[config.mk]
export PLATFORM = sky130hd
export DESIGN_NAME = i2c_eeprom_byte_master_core
export DESIGN_NICKNAME = d
export VERILOG_FILES = /design/src/rtl/i2ceb_pkg.sv /design/src/rtl/i2ceb_cfg.sv /design/src/rtl/i2ceb_seq.sv /design/src/rtl/i2c_eeprom_byte_master_core.sv
export SDC_FILE = /design/constraint.sdc
export NUM_CORES = 1
export LEC_CHECK = 0
export BUFFER_PORTS_ARGS = -buffer_cell sky130_fd_sc_hd__buf_2
export CORE_MARGIN = 10
export CORE_UTILIZATION = 45
export DETAILED_ROUTE_END_ITERATION = 8
export HOLD_SLACK_MARGIN = 0.03
export PLACE_DENSITY_LB_ADDON = 0.12
export SYNTH_ARGS = -nofsm -noshare
export SYNTH_HDL_FRONTEND = slang
export SYNTH_SLANG_ARGS = --single-unit
export TNS_END_PERCENT = 20
[constraint.sdc]
create_clock -name clk -period 3.3 [get_ports clk]
set_clock_uncertainty 0.1 [all_clocks]
set_input_delay 0.33 -clock clk [delete_from_list [all_inputs] [get_ports clk]]
set_output_delay 0.33 -clock clk [all_outputs]
set_load 0.02 [all_outputs]
[src/rtl/i2ceb_pkg.sv]
// Shared types, register indexes and constants of the I2C EEPROM byte master.
package i2ceb_pkg;

	localparam int DELAY_WIDTH_DEF = 20;
	localparam int DEV_W           = 7;
	localparam int SHORT_W         = 12;
	localparam int WAIT_W          = 20;
	localparam int CFG_IDX_W       = 2;
	localparam int CFG_DATA_W      = WAIT_W;
	localparam int IN_DATA_W       = 24;
	localparam int OUT_DATA_W      = 16;

	localparam logic [CFG_IDX_W-1:0] REG_DEVICE_ADDRESS = 2'd0;
	localparam logic [CFG_IDX_W-1:0] REG_SHORT_DELAY    = 2'd1;
	localparam logic [CFG_IDX_W-1:0] REG_LONG_DELAY     = 2'd2;
	localparam logic [CFG_IDX_W-1:0] REG_WRITE_WAIT     = 2'd3;

	localparam logic [DEV_W-1:0]   DEV_ADDR_RST   = 7'd80;
	localparam logic [SHORT_W-1:0] SHORT_DLY_RST  = 12'd2;
	localparam logic [SHORT_W-1:0] LONG_DLY_RST   = 12'd5;
	localparam logic [WAIT_W-1:0]  WRITE_WAIT_RST = 20'd10000;

	localparam logic [7:0] READ_FAIL_BYTE = 8'hFF;

	typedef enum logic [4:0] {
		PH_IDLE, PH_ST_HIGH, PH_ST_LOW, PH_TX_LOW1, PH_TX_LOW2, PH_TX_HIGH,
		PH_ACK_LOW1, PH_ACK_LOW2, PH_ACK_HIGH, PH_RX_LOW, PH_RX_HIGH,
		PH_NK_LOW1, PH_NK_LOW2, PH_NK_HIGH, PH_GAP_RS, PH_GAP_SP,
		PH_SP_HIGH, PH_SP_REL, PH_WAIT
	} phase_t;

	typedef struct packed {
		logic [DEV_W-1:0]   device_address;
		logic [SHORT_W-1:0] short_delay_ticks;
		logic [SHORT_W-1:0] long_delay_ticks;
		logic [WAIT_W-1:0]  write_wait_ticks;
	} cfg_t;

	typedef struct packed {
		logic       start_request;
		logic       mode;
		logic [7:0] mem_address;
		logic [7:0] write_byte;
		logic       sda_sample;
	} item_t;

	typedef struct packed {
		logic       scl_level;
		logic       sda_level;
		logic       busy_res;
		logic       done_res;
		logic       success;
		logic [7:0] read_byte;
	} res_t;

endpackage

[src/rtl/i2ceb_cfg.sv]
// Configuration register file of the I2C EEPROM byte master.
module i2ceb_cfg (
	input  logic                                clk,
	input  logic                                arst_n,
	input  logic                                wr_en,
	input  logic [i2ceb_pkg::CFG_IDX_W-1:0]     wr_index,
	input  logic [i2ceb_pkg::CFG_DATA_W-1:0]    wr_data,
	output i2ceb_pkg::cfg_t                     cfg
);

	i2ceb_pkg::cfg_t cfg_q;

	always_ff @(posedge clk or negedge arst_n) begin
		if (!arst_n) begin
			cfg_q.device_address    <= i2ceb_pkg::DEV_ADDR_RST;
			cfg_q.short_delay_ticks <= i2ceb_pkg::SHORT_DLY_RST;
			cfg_q.long_delay_ticks  <= i2ceb_pkg::LONG_DLY_RST;
			cfg_q.write_wait_ticks  <= i2ceb_pkg::WRITE_WAIT_RST;
		end else if (wr_en) begin
			unique case (wr_index)
				i2ceb_pkg::REG_DEVICE_ADDRESS:
					cfg_q.device_address <= wr_data[i2ceb_pkg::DEV_W-1:0];
				i2ceb_pkg::REG_SHORT_DELAY:
					cfg_q.short_delay_ticks <= wr_data[i2ceb_pkg::SHORT_W-1:0];
				i2ceb_pkg::REG_LONG_DELAY:
					cfg_q.long_delay_ticks <= wr_data[i2ceb_pkg::SHORT_W-1:0];
				i2ceb_pkg::REG_WRITE_WAIT:
					cfg_q.write_wait_ticks <= wr_data[i2ceb_pkg::WAIT_W-1:0];
				default: ;
			endcase
		end
	end

	assign cfg = cfg_q;

endmodule

[src/rtl/i2ceb_seq.sv]
// Bus sequencer: advances the I2C state by one tick per item and forms the result.
module i2ceb_seq #(
	parameter int DELAY_WIDTH = i2ceb_pkg::DELAY_WIDTH_DEF
) (
	input  logic              clk,
	input  logic              arst_n,
	input  logic              step,
	input  i2ceb_pkg::cfg_t   cfg,
	input  i2ceb_pkg::item_t  item,
	output i2ceb_pkg::res_t   res
);

	localparam int WIDE_W = 33;

	i2ceb_pkg::phase_t phase_q, phase_d;
	logic [3:0]             bit_cnt_q, bit_cnt_d;
	logic [3:0]             bit_inc;
	logic [7:0]             shift_q, shift_d;
	logic [DELAY_WIDTH-1:0] delay_q, delay_d;
	logic                   mode_q, mode_d;
	logic [7:0]             addr_q, addr_d;
	logic [7:0]             data_q, data_d;
	logic                   scl_q, scl_d;
	logic                   sda_q, sda_d;
	logic [1:0]             byte_idx_q, byte_idx_d;
	logic                   acked_q, acked_d;
	logic                   done;
	logic [DELAY_WIDTH-1:0] dly_s, dly_l, dly_w;
	logic [7:0]             dev_byte;

	// Delay values are clamped to the counter range and a zero counts as one tick.
	function automatic logic [DELAY_WIDTH-1:0] sat_dly(input logic [i2ceb_pkg::WAIT_W-1:0] n);
		logic [WIDE_W-1:0] wide;
		logic [WIDE_W-1:0] lim;
		begin
			wide = {{(WIDE_W-i2ceb_pkg::WAIT_W){1'b0}}, n};
			lim  = (WIDE_W'(1) << DELAY_WIDTH) - WIDE_W'(1);
			if (wide > lim)
				wide = lim;
			if (wide == '0)
				wide = WIDE_W'(1);
			return wide[DELAY_WIDTH-1:0];
		end
	endfunction

	assign dly_s = sat_dly(i2ceb_pkg::WAIT_W'(cfg.short_delay_ticks));
	assign dly_l = sat_dly(i2ceb_pkg::WAIT_W'(cfg.long_delay_ticks));
	assign dly_w = sat_dly(cfg.write_wait_ticks);
	assign dev_byte = {cfg.device_address, (byte_idx_q != 2'd0)};
	assign bit_inc = bit_cnt_q + 4'd1;

	always_ff @(posedge clk or negedge arst_n) begin
		if (!arst_n) begin
			phase_q    <= i2ceb_pkg::PH_IDLE;
			bit_cnt_q  <= '0;
			shift_q    <= '0;
			delay_q    <= '0;
			mode_q     <= 1'b0;
			addr_q     <= '0;
			data_q     <= '0;
			scl_q      <= 1'b1;
			sda_q      <= 1'b1;
			byte_idx_q <= '0;
			acked_q    <= 1'b0;
		end else if (step) begin
			phase_q    <= phase_d;
			bit_cnt_q  <= bit_cnt_d;
			shift_q    <= shift_d;
			delay_q    <= delay_d;
			mode_q     <= mode_d;
			addr_q     <= addr_d;
			data_q     <= data_d;
			scl_q      <= scl_d;
			sda_q      <= sda_d;
			byte_idx_q <= byte_idx_d;
			acked_q    <= acked_d;
		end
	end

	always_comb begin
		phase_d    = phase_q;
		bit_cnt_d  = bit_cnt_q;
		shift_d    = shift_q;
		delay_d    = delay_q;
		mode_d     = mode_q;
		addr_d     = addr_q;
		data_d     = data_q;
		scl_d      = scl_q;
		sda_d      = sda_q;
		byte_idx_d = byte_idx_q;
		acked_d    = acked_q;
		done       = 1'b0;

		if (phase_q == i2ceb_pkg::PH_IDLE) begin
			if (item.start_request) begin
				mode_d     = item.mode;
				addr_d     = item.mem_address;
				data_d     = item.write_byte;
				byte_idx_d = 2'd0;
				bit_cnt_d  = 4'd0;
				acked_d    = 1'b0;
				phase_d    = i2ceb_pkg::PH_ST_HIGH;
				scl_d      = 1'b1;
				sda_d      = 1'b1;
				delay_d    = dly_l;
			end
		end else if (delay_q > DELAY_WIDTH'(1)) begin
			delay_d = delay_q - DELAY_WIDTH'(1);
		end else begin
			unique case (phase_q)
				i2ceb_pkg::PH_ST_HIGH: begin
					phase_d = i2ceb_pkg::PH_ST_LOW;
					scl_d = 1'b1; sda_d = 1'b0; delay_d = dly_l;
				end
				i2ceb_pkg::PH_ST_LOW: begin
					shift_d = dev_byte; bit_cnt_d = 4'd0;
					phase_d = i2ceb_pkg::PH_TX_LOW1; scl_d = 1'b0; delay_d = dly_s;
				end
				i2ceb_pkg::PH_TX_LOW1: begin
					phase_d = i2ceb_pkg::PH_TX_LOW2;
					scl_d = 1'b0; sda_d = shift_q[7]; delay_d = dly_s;
					shift_d = {shift_q[6:0], 1'b0};
				end
				i2ceb_pkg::PH_TX_LOW2: begin
					phase_d = i2ceb_pkg::PH_TX_HIGH; scl_d = 1'b1; delay_d = dly_l;
				end
				i2ceb_pkg::PH_TX_HIGH: begin
					bit_cnt_d = bit_inc;
					phase_d = (bit_inc < 4'd8) ? i2ceb_pkg::PH_TX_LOW1 : i2ceb_pkg::PH_ACK_LOW1;
					scl_d = 1'b0; delay_d = dly_s;
				end
				i2ceb_pkg::PH_ACK_LOW1: begin
					phase_d = i2ceb_pkg::PH_ACK_LOW2;
					scl_d = 1'b0; sda_d = 1'b1; delay_d = dly_s;
				end
				i2ceb_pkg::PH_ACK_LOW2: begin
					phase_d = i2ceb_pkg::PH_ACK_HIGH;
					scl_d = 1'b1; sda_d = 1'b1; delay_d = dly_l;
				end
				i2ceb_pkg::PH_ACK_HIGH: begin
					sda_d = 1'b1;
					if (item.sda_sample) begin
						// Not acknowledged: straight to stop, transfer fails.
						acked_d = 1'b0;
						phase_d = i2ceb_pkg::PH_GAP_SP;
						scl_d = 1'b0; sda_d = 1'b0; delay_d = dly_s;
					end else if (byte_idx_q == 2'd0) begin
						byte_idx_d = 2'd1;
						shift_d = addr_q; bit_cnt_d = 4'd0;
						phase_d = i2ceb_pkg::PH_TX_LOW1; scl_d = 1'b0; delay_d = dly_s;
					end else if (byte_idx_q == 2'd1) begin
						byte_idx_d = 2'd2;
						if (!mode_q) begin
							shift_d = data_q; bit_cnt_d = 4'd0;
							phase_d = i2ceb_pkg::PH_TX_LOW1; scl_d = 1'b0; delay_d = dly_s;
						end else begin
							phase_d = i2ceb_pkg::PH_GAP_RS; scl_d = 1'b0; delay_d = dly_s;
						end
					end else if (!mode_q) begin
						acked_d = 1'b1;
						phase_d = i2ceb_pkg::PH_GAP_SP;
						scl_d = 1'b0; sda_d = 1'b0; delay_d = dly_s;
					end else begin
						bit_cnt_d = 4'd0; shift_d = 8'd0;
						phase_d = i2ceb_pkg::PH_RX_LOW; scl_d = 1'b0; delay_d = dly_s;
					end
				end
				i2ceb_pkg::PH_RX_LOW: begin
					phase_d = i2ceb_pkg::PH_RX_HIGH;
					scl_d = 1'b1; sda_d = 1'b1; delay_d = dly_l;
				end
				i2ceb_pkg::PH_RX_HIGH: begin
					shift_d = {shift_q[6:0], item.sda_sample};
					bit_cnt_d = bit_inc;
					phase_d = (bit_inc < 4'd8) ? i2ceb_pkg::PH_RX_LOW : i2ceb_pkg::PH_NK_LOW1;
					scl_d = 1'b0; sda_d = 1'b1; delay_d = dly_s;
				end
				i2ceb_pkg::PH_NK_LOW1: begin
					phase_d = i2ceb_pkg::PH_NK_LOW2;
					scl_d = 1'b0; sda_d = 1'b1; delay_d = dly_s;
				end
				i2ceb_pkg::PH_NK_LOW2: begin
					phase_d = i2ceb_pkg::PH_NK_HIGH;
					scl_d = 1'b1; sda_d = 1'b1; delay_d = dly_l;
				end
				i2ceb_pkg::PH_NK_HIGH: begin
					acked_d = 1'b1;
					phase_d = i2ceb_pkg::PH_GAP_SP;
					scl_d = 1'b0; sda_d = 1'b0; delay_d = dly_s;
				end
				i2ceb_pkg::PH_GAP_RS: begin
					phase_d = i2ceb_pkg::PH_ST_HIGH;
					scl_d = 1'b1; sda_d = 1'b1; delay_d = dly_l;
				end
				i2ceb_pkg::PH_GAP_SP: begin
					phase_d = i2ceb_pkg::PH_SP_HIGH;
					scl_d = 1'b1; sda_d = 1'b0; delay_d = dly_l;
				end
				i2ceb_pkg::PH_SP_HIGH: begin
					phase_d = i2ceb_pkg::PH_SP_REL;
					scl_d = 1'b1; sda_d = 1'b1; delay_d = dly_l;
				end
				i2ceb_pkg::PH_SP_REL: begin
					if (!mode_q && acked_q && (cfg.write_wait_ticks != '0)) begin
						phase_d = i2ceb_pkg::PH_WAIT;
						scl_d = 1'b1; sda_d = 1'b1; delay_d = dly_w;
					end else begin
						done = 1'b1;
					end
				end
				i2ceb_pkg::PH_WAIT: done = 1'b1;
				default: begin
					phase_d = i2ceb_pkg::PH_IDLE;
					scl_d = 1'b1; sda_d = 1'b1; delay_d = '0;
				end
			endcase
			if (done) begin
				phase_d = i2ceb_pkg::PH_IDLE;
				scl_d = 1'b1; sda_d = 1'b1; delay_d = '0;
			end
		end

		res.scl_level = scl_d;
		res.sda_level = sda_d;
		res.busy_res  = (phase_d != i2ceb_pkg::PH_IDLE);
		res.done_res  = done;
		res.success   = done & acked_d;
		if (done && mode_q)
			res.read_byte = acked_d ? shift_d : i2ceb_pkg::READ_FAIL_BYTE;
		else
			res.read_byte = 8'd0;
	end

endmodule

[src/rtl/i2c_eeprom_byte_master_core.sv]
// Top level of the tick-driven I2C EEPROM single-byte master.
// Each input transfer is one bus timing tick and yields exactly one result transfer
// carrying the SCL/SDA drive for that tick, busy, a done pulse, success and the read
// byte. The block takes one item per clock cycle while the result side takes results;
// an item goes into the input register and, once the output slot is free, through
// the bus sequencer into the output register; the sequencer state is updated once
// per item. A transfer starts on a tick with start_request set while idle; its length
// in ticks follows from the delay registers, and a successful write adds
// write_wait_ticks before done. Configuration must be written through the cfg
// channel only while no item is in flight; the block itself does not enforce it.
module i2c_eeprom_byte_master_core #(
	parameter int DELAY_WIDTH = i2ceb_pkg::DELAY_WIDTH_DEF
) (
	input  logic                                 clk,
	input  logic                                 arst_n,
	// start_request[0], mem_address[8:1], write_byte[16:9], sda_sample[17], zero pad
	input  logic [i2ceb_pkg::IN_DATA_W-1:0]      s_tdata,
	// mode[0]
	input  logic                                 s_tuser,
	input  logic                                 s_tvalid,
	output logic                                 s_tready,
	// scl_level[0], sda_level[1], busy_res[2], done_res[3], success[4],
	// read_byte[12:5], zero pad
	output logic [i2ceb_pkg::OUT_DATA_W-1:0]     m_tdata,
	output logic                                 m_tvalid,
	input  logic                                 m_tready,
	input  logic                                 cfg_valid,
	output logic                                 cfg_ready,
	input  logic [i2ceb_pkg::CFG_IDX_W-1:0]      cfg_index,
	input  logic [i2ceb_pkg::CFG_DATA_W-1:0]     cfg_data
);

	i2ceb_pkg::cfg_t  cfg;
	i2ceb_pkg::item_t item_s1;
	i2ceb_pkg::res_t  res;
	logic             valid_s1;
	logic             out_free;
	logic             step;
	logic [i2ceb_pkg::OUT_DATA_W-1:0] tdata_q;
	logic             tvalid_q;

	assign cfg_ready = 1'b1;

	i2ceb_cfg u_cfg (
		.clk      (clk),
		.arst_n   (arst_n),
		.wr_en    (cfg_valid & cfg_ready),
		.wr_index (cfg_index),
		.wr_data  (cfg_data),
		.cfg      (cfg)
	);

	// The output slot is free when empty or being taken this cycle.
	assign out_free = !tvalid_q || m_tready;
	assign step     = valid_s1 && out_free;
	assign s_tready = !valid_s1 || out_free;

	always_ff @(posedge clk or negedge arst_n) begin
		if (!arst_n) begin
			valid_s1 <= 1'b0;
		end else if (s_tready) begin
			valid_s1 <= s_tvalid;
		end
	end

	always_ff @(posedge clk) begin
		if (s_tready && s_tvalid) begin
			item_s1.start_request <= s_tdata[0];
			item_s1.mode          <= s_tuser;
			item_s1.mem_address   <= s_tdata[8:1];
			item_s1.write_byte    <= s_tdata[16:9];
			item_s1.sda_sample    <= s_tdata[17];
		end
	end

	i2ceb_seq #(
		.DELAY_WIDTH (DELAY_WIDTH)
	) u_seq (
		.clk    (clk),
		.arst_n (arst_n),
		.step   (step),
		.cfg    (cfg),
		.item   (item_s1),
		.res    (res)
	);

	always_ff @(posedge clk or negedge arst_n) begin
		if (!arst_n) begin
			tvalid_q <= 1'b0;
		end else if (out_free) begin
			tvalid_q <= step;
		end
	end

	always_ff @(posedge clk) begin
		if (step) begin
			tdata_q <= {3'd0, res.read_byte, res.success, res.done_res, res.busy_res,
				res.sda_level, res.scl_level};
		end
	end

	assign m_tdata  = tdata_q;
	assign m_tvalid = tvalid_q;

endmodule

After elaboration in Yosys (flattened, before gate mapping)

Cells that the tools add are included.

Register bits: 144
Output and inout port bits: 19
Logic and storage cells: 171
Bits of input ports: 52

$add $sub $neg: 2
Muxes and demuxes: 77
Bitwise gates (word level): 1
Eq/ne operators: 30
Reductions and logical operators: 35
$lt $le $gt $ge: 2

Operators by type and width:

| kind                    | count |
|---|---|
| $mux W20                | 6 |
| $pmux W5 S18            | 1 |
| $pmux W20 S4            | 1 |
| $mux W8                 | 8 |
| $eq A5 B4 Y1 const B    | 8 |
| $mux W5                 | 8 |
| $mux W4                 | 9 |
| $pmux W8 S4             | 1 |
| $mux W1                 | 26 |
| $logic_not A12 Y1       | 2 |
| $mux W12                | 2 |
| $eq A5 B3 Y1 const B    | 4 |
| $gt A20 B1 Y1 const B   | 1 |
| $logic_not A20 Y1       | 1 |
| $reduce_bool A20 Y1     | 1 |
| $sub A20 B1 Y20 const B | 1 |
| $mux W2                 | 8 |
| $reduce_or A8 Y1        | 2 |
| $eq A5 B5 Y1 const B    | 3 |
| $pmux W4 S3             | 1 |
| $eq A5 B2 Y1 const B    | 2 |
| $ne A5 B1 Y1 const B    | 2 |
| $reduce_and A2 Y1       | 4 |
| $reduce_and A7 Y1       | 1 |
| other kinds (30)        | 44 |

Depth between registers and ports, before layout

Word-level depth: 11
Mapped depth: 9
Mapped depth without buffers: 8

Modules after synthesis

From an unflattened synthesis, not the netlist that was laid out.

Cells, all modules: 688
Area total of the unflattened synthesis: 7,514.7 sq um

By module, submodules not included:

| module                      | instances | cells each | area an instance (sq um) |
|---|---|---|---|
| i2ceb_seq                   | 1         | 532        | 4,403.0 |
| i2ceb_cfg                   | 1         | 110        | 2,009.4 |
| i2c_eeprom_byte_master_core | 1         | 46         | 1,102.3 |

Least setup slack after synthesis

OpenSTA, ideal clock, no wires.

Path kind: flip-flop to flip-flop
Start point: reg u_seq.byte_idx_q[0]
End point: reg tdata_q (netlist bit m_tdata[2]) (data pin)
Arrival: 2,007 ps
Required time: 2,931 ps
Library setup time: 269 ps
Slack: 924 ps
Stages on the path, launching flop included: 10
Cell sequence: dfrtp_1 -> clkbuf_1 -> nor2b_1 -> ha_1 -> inv_1 -> o311a_1 -> a221oi_1 -> o22ai_1 -> o41ai_1 -> nand3_1

RTL lines:

| item                     | line                              | source |
|---|---|---|
| start: declaration       | i2ceb_seq.sv:25                   | `logic [1:0] byte_idx_q, byte_idx_d;` |
| start signal: assignment | i2ceb_seq.sv:75                   | `byte_idx_q <= byte_idx_d;` |
| end signal: assignment   | i2c_eeprom_byte_master_core.sv:97 | `tdata_q <= {3'd0, res.read_byte, res.success, res.done_res, res.busy_res,` |
| end: declaration         | i2c_eeprom_byte_master_core.sv:39 | `logic [i2ceb_pkg::OUT_DATA_W-1:0] tdata_q;` |

Final worst setup path

Start point: reg u_seq.phase_q[0]
End point: reg u_seq.data_q[0]

Word-level cells in the longest chain between the ends: 2

RTL lines:

| item                        | line            | source |
|---|---|---|
| start: declaration          | i2ceb_seq.sv:15 | `i2ceb_pkg::phase_t phase_q, phase_d;` |
| start signal: assignment    | i2ceb_seq.sv:54 | `phase_q <= i2ceb_pkg::PH_IDLE;` |
| start signal: assignment    | i2ceb_seq.sv:66 | `phase_q <= phase_d;` |
| $logic_not A5 Y1            | i2ceb_seq.sv:94 | `if (phase_q == i2ceb_pkg::PH_IDLE) begin` |
| $reduce_and A3 Y1 (no line) | --              |  |
| end signal: assignment      | i2ceb_seq.sv:72 | `data_q <= data_d;` |
| end: declaration            | i2ceb_seq.sv:22 | `logic [7:0] data_q, data_d;` |

Every way passes these cells.
A chain may end at the register's enable or synchronous reset.

==> implementation parameters <==
Parameter                              Value

Pwr
  Proportion of total power due to net switching    31.1%
  Sequential share of power    45.7%
  Static power due to leakage    3.60 nW
  Part of the power in the clock network    36.1%
  Internal portion of total power    3.58 mW
  Fraction of power consumed by combinational cells    18.1%
  Power spent charging and discharging nets    1.62 mW
  Pwr Density    578 nW/um2
  IR Drop Worst-Case VDD    0.374 mV
  Post-route total power    5.20 mW

Die
  Total number of placement rows    47
  Chip height    150 um
  Total die area    22500 um2
  Initial Util    45.9%
  Core area    16600 um2
  Number of top-level pins    71
  Horizontal die dimension    150 um

Layout
  Fraction of final layout cells sized beyond drive strength 1    28.0%
  Area added between synthesis and finish    18.2%
  Post-layout nets    858
  Filler cells    1468
  Ant. Diodes    0
  Most common cell after layout, fill and taps aside    dfrtp_1
  Cell area after layout    9000 um2
  Highest-count cells in the layout ignoring fill and taps    dfrtp_1, nand2_1, mux2_2

Routing
  First-pass iteration count of the detailed router    7
  Number of DRC violations after detailed-routing iteration 0    701
  Via total after detailed routing    6125
  Drc violations    0
  Number of nets with antenna violations after detailed routing    0
  Wire length per cell after detailed routing    20.4 um
  Vias per inst    5.93
  DRT Wirelength    21.1 mm

Clock tree
  Post-CTS Repair Setup Buffers    0
  Clock network latency to the later pin of the worst-skew pair    0.43 ns
  Clock-pin slew on the worst setup and hold paths    0.06 ns
  Longest Clk Path Bufs    2
  Inserted Clock Buffers    17
  H-Tree Level Count    4
  TritonCTS clock tree    done
  Root buffer cell    clkbuf_16
  Number of sinks handled by clock tree synthesis    144

Critical path
  Max stage delay on crit path    0.65 ns
  Crit path launch type    flip-flop
  Top fanout value on the critical path    26
  Data arrival, critical path    2.94 ns
  WS Path Type    reg2reg
  Worst EP required    3.51 ns
  Crit path cell chain    or3_4 > nor2_8 > nand2_1 > nor2_4 > mux2_2
  Nature of the critical path endpoint    flip-flop
  Highest-delay cell along the critical path    dfrtp_1
  R2r worst-path depth    5

Timing
  Unrepaired setup endpoints after global routing    no
  Relative slew margins    45.9%
  Transition at the pin with the smallest max-transition slack    0.811 ns
  Number of max-slew violations in the final report    0
  Achievable clock frequency    366 MHz
  Endpoints failing hold    0
  Min Clock Period, post-route    2.73 ns
  Fin crit share    82.8%
  Fin Setup TNS    0 ns
  Number of endpoints failing setup at the final stage    0

Place
  Half-perimeter wire length after placement    15.3 mm
  Final weighted congestion in routability-driven placement    0.958
  Post-placement cell area    8190 um2
  Port Buffers    60

Hold path
  Worst hold path depth    2
  Hold Path Class    in2reg

GRT
  Antenna violations before repair    0
  Global-route usage over all layers    19.2%
  First-pass GRT wire length    34.2 mm
  Largest net degree at the start of global routing    46
  Vias in the first global route    6235
  Total congestion overflow    0

Synthesis
  Share of flip-flops with an asynchronous set or reset    77.8%
  Number of distinct library cells after synthesis    86
  Mapped Cells    707
  Number of enable-type register cells in the synthesized netlist    32
  Flop and latch count out of synthesis    144
  Mean instance size in the synthesized netlist    10.8 um2
  Cell area after synthesis    7610 um2
  Sequential-to-total area share from yosys stat    49.6%
  Most used flip-flop cell after synthesis    dfrtp_1
  Total number of yosys warnings    0

Flow run
  Number of violations of the max-capacitance limit    0

Run status
  Result of the run    completed
[critical path: cells and delay by family, from the launching register on]
kind | cells | cell delay [ns]
flip-flops | 1 | 0.65
AND/OR/NAND/NOR | 4 | 1.45
multiplexers | 1 | 0.41
[cell usage after synthesis, types with 5 or more instances]
cell | instances | area [um2]
nand2b_1 | 12 | 75.1
dfstp_2 | 12 | 315
nor4_2 | 5 | 62.6
o21ai_0 | 54 | 270
mux2_2 | 62 | 698
nand2_1 | 64 | 240
buf_2 | 16 | 80.1
o211ai_1 | 6 | 45.0
edfxtp_1 | 32 | 961
nor3_1 | 24 | 120
nor2_1 | 31 | 116
o21ai_1 | 14 | 70.1
ha_1 | 6 | 75.1
o21a_1 | 5 | 37.5
a2bb2oi_1 | 9 | 78.8
a21oi_1 | 39 | 195
and3_1 | 5 | 31.3
a22o_1 | 5 | 43.8
buf_4 | 9 | 67.6
clkbuf_1 | 8 | 30.0
nor4_1 | 11 | 68.8
a22oi_1 | 10 | 75.1
inv_1 | 21 | 78.8
a222oi_1 | 13 | 130
dfrtp_1 | 100 | 2500
nand3_1 | 11 | 55.1
nor2b_1 | 10 | 62.6
a31oi_1 | 6 | 37.5
[cells by family after synthesis]
logic type      Yosys count  share of synthesized area, %
simple gates            219                          16.8
mux                      62                          9.17
flops                   144                          49.6
other cells               2                        0.0987
buf+inv                  59                          3.81
fa+ha+maj                 6                         0.986
xor+xnor                  6                         0.690
compound gates          209                          18.8
[metal layers]
layer	share of wire [%]	global-route usage [%]	vias up
li1	-	-	2846
met1	46	26.3	3025
met2	47	29.9	226
met3	5.7	3.80	28
met4	1.6	6.07	0
met5	0	0	-
[state kept, by name, indices dropped and copies added, names as in the netlist, 4 cells and up]
register         count
u_cfg.cfg           51
u_seq.delay_q       20
item_s1             19
m_tdata             13
u_seq.addr_q         8
u_seq.data_q         8
u_seq.shift_q        8
u_seq.phase_q        5
u_seq.bit_cnt_q      4
[power groups by stage]
| stage | sequential [mW] | combinational, mW | clock [mW] |
|---|---|---|---|
| finish | 2.38 | 0.943 | 1.88 |
| global route | 2.41 | 1.04 | 1.99 |
| CTS | 2.37 | 0.940 | 1.90 |
| detailed placement | 2.40 | 0.914 | 0 |
| floorplan | 2.29 | 0.686 | 0 |
| global placement | 2.39 | 0.890 | 0 |
[metrics by stage]
step | setup WS (ns) | util (%) | hold slack (ns) | instances
after floorplan | 0.924 | - | -0.0656 | 709
after global placement | 0.633 | 49.4 | 0.272 | 977
after detailed placement | 0.566 | 49.4 | 0.279 | 977
after CTS | 0.533 | 54.3 | 0.0307 | 1033
after global routing | 0.407 | 54.3 | 0.0365 | 1033
final | 0.567 | 54.3 | 0.0373 | 1033
[cell type report]
class                      count  area, um2  area share (%)
clock buffer                  20        447            4.96
inverter                      22       82.6           0.918
clock inverter                12        124            1.38
tap                          220        275            3.06
sequential                   144       3780            42.0
timing repair buffer         109        743            8.26
multi-input combinational    506       3550            39.4
[worst paths after layout]
path / startpoint / end / slack [ns]
setup / recovery: u_seq.phase_q[0] / u_seq.data_q[0] / 0.57
hold / removal: cfg_data[14] / u_cfg.cfg[14] / 0.04
setup reg to reg: u_seq.phase_q[0] / u_seq.data_q[0] / 0.57
hold reg to reg: item_s1[13] / u_seq.addr_q[4] / 0.36
max in group asynchronous: arst_n / u_cfg.cfg[50] / 1.88
min in group asynchronous: arst_n / u_cfg.cfg[12] / 0.39
[what timing repair did]
item	CTS	global route
endpoints found under the hold margin	60	0
hold buffers	24	0
resized for setup	0	0
No activity file was read; power rests on OpenSTA's default activity.
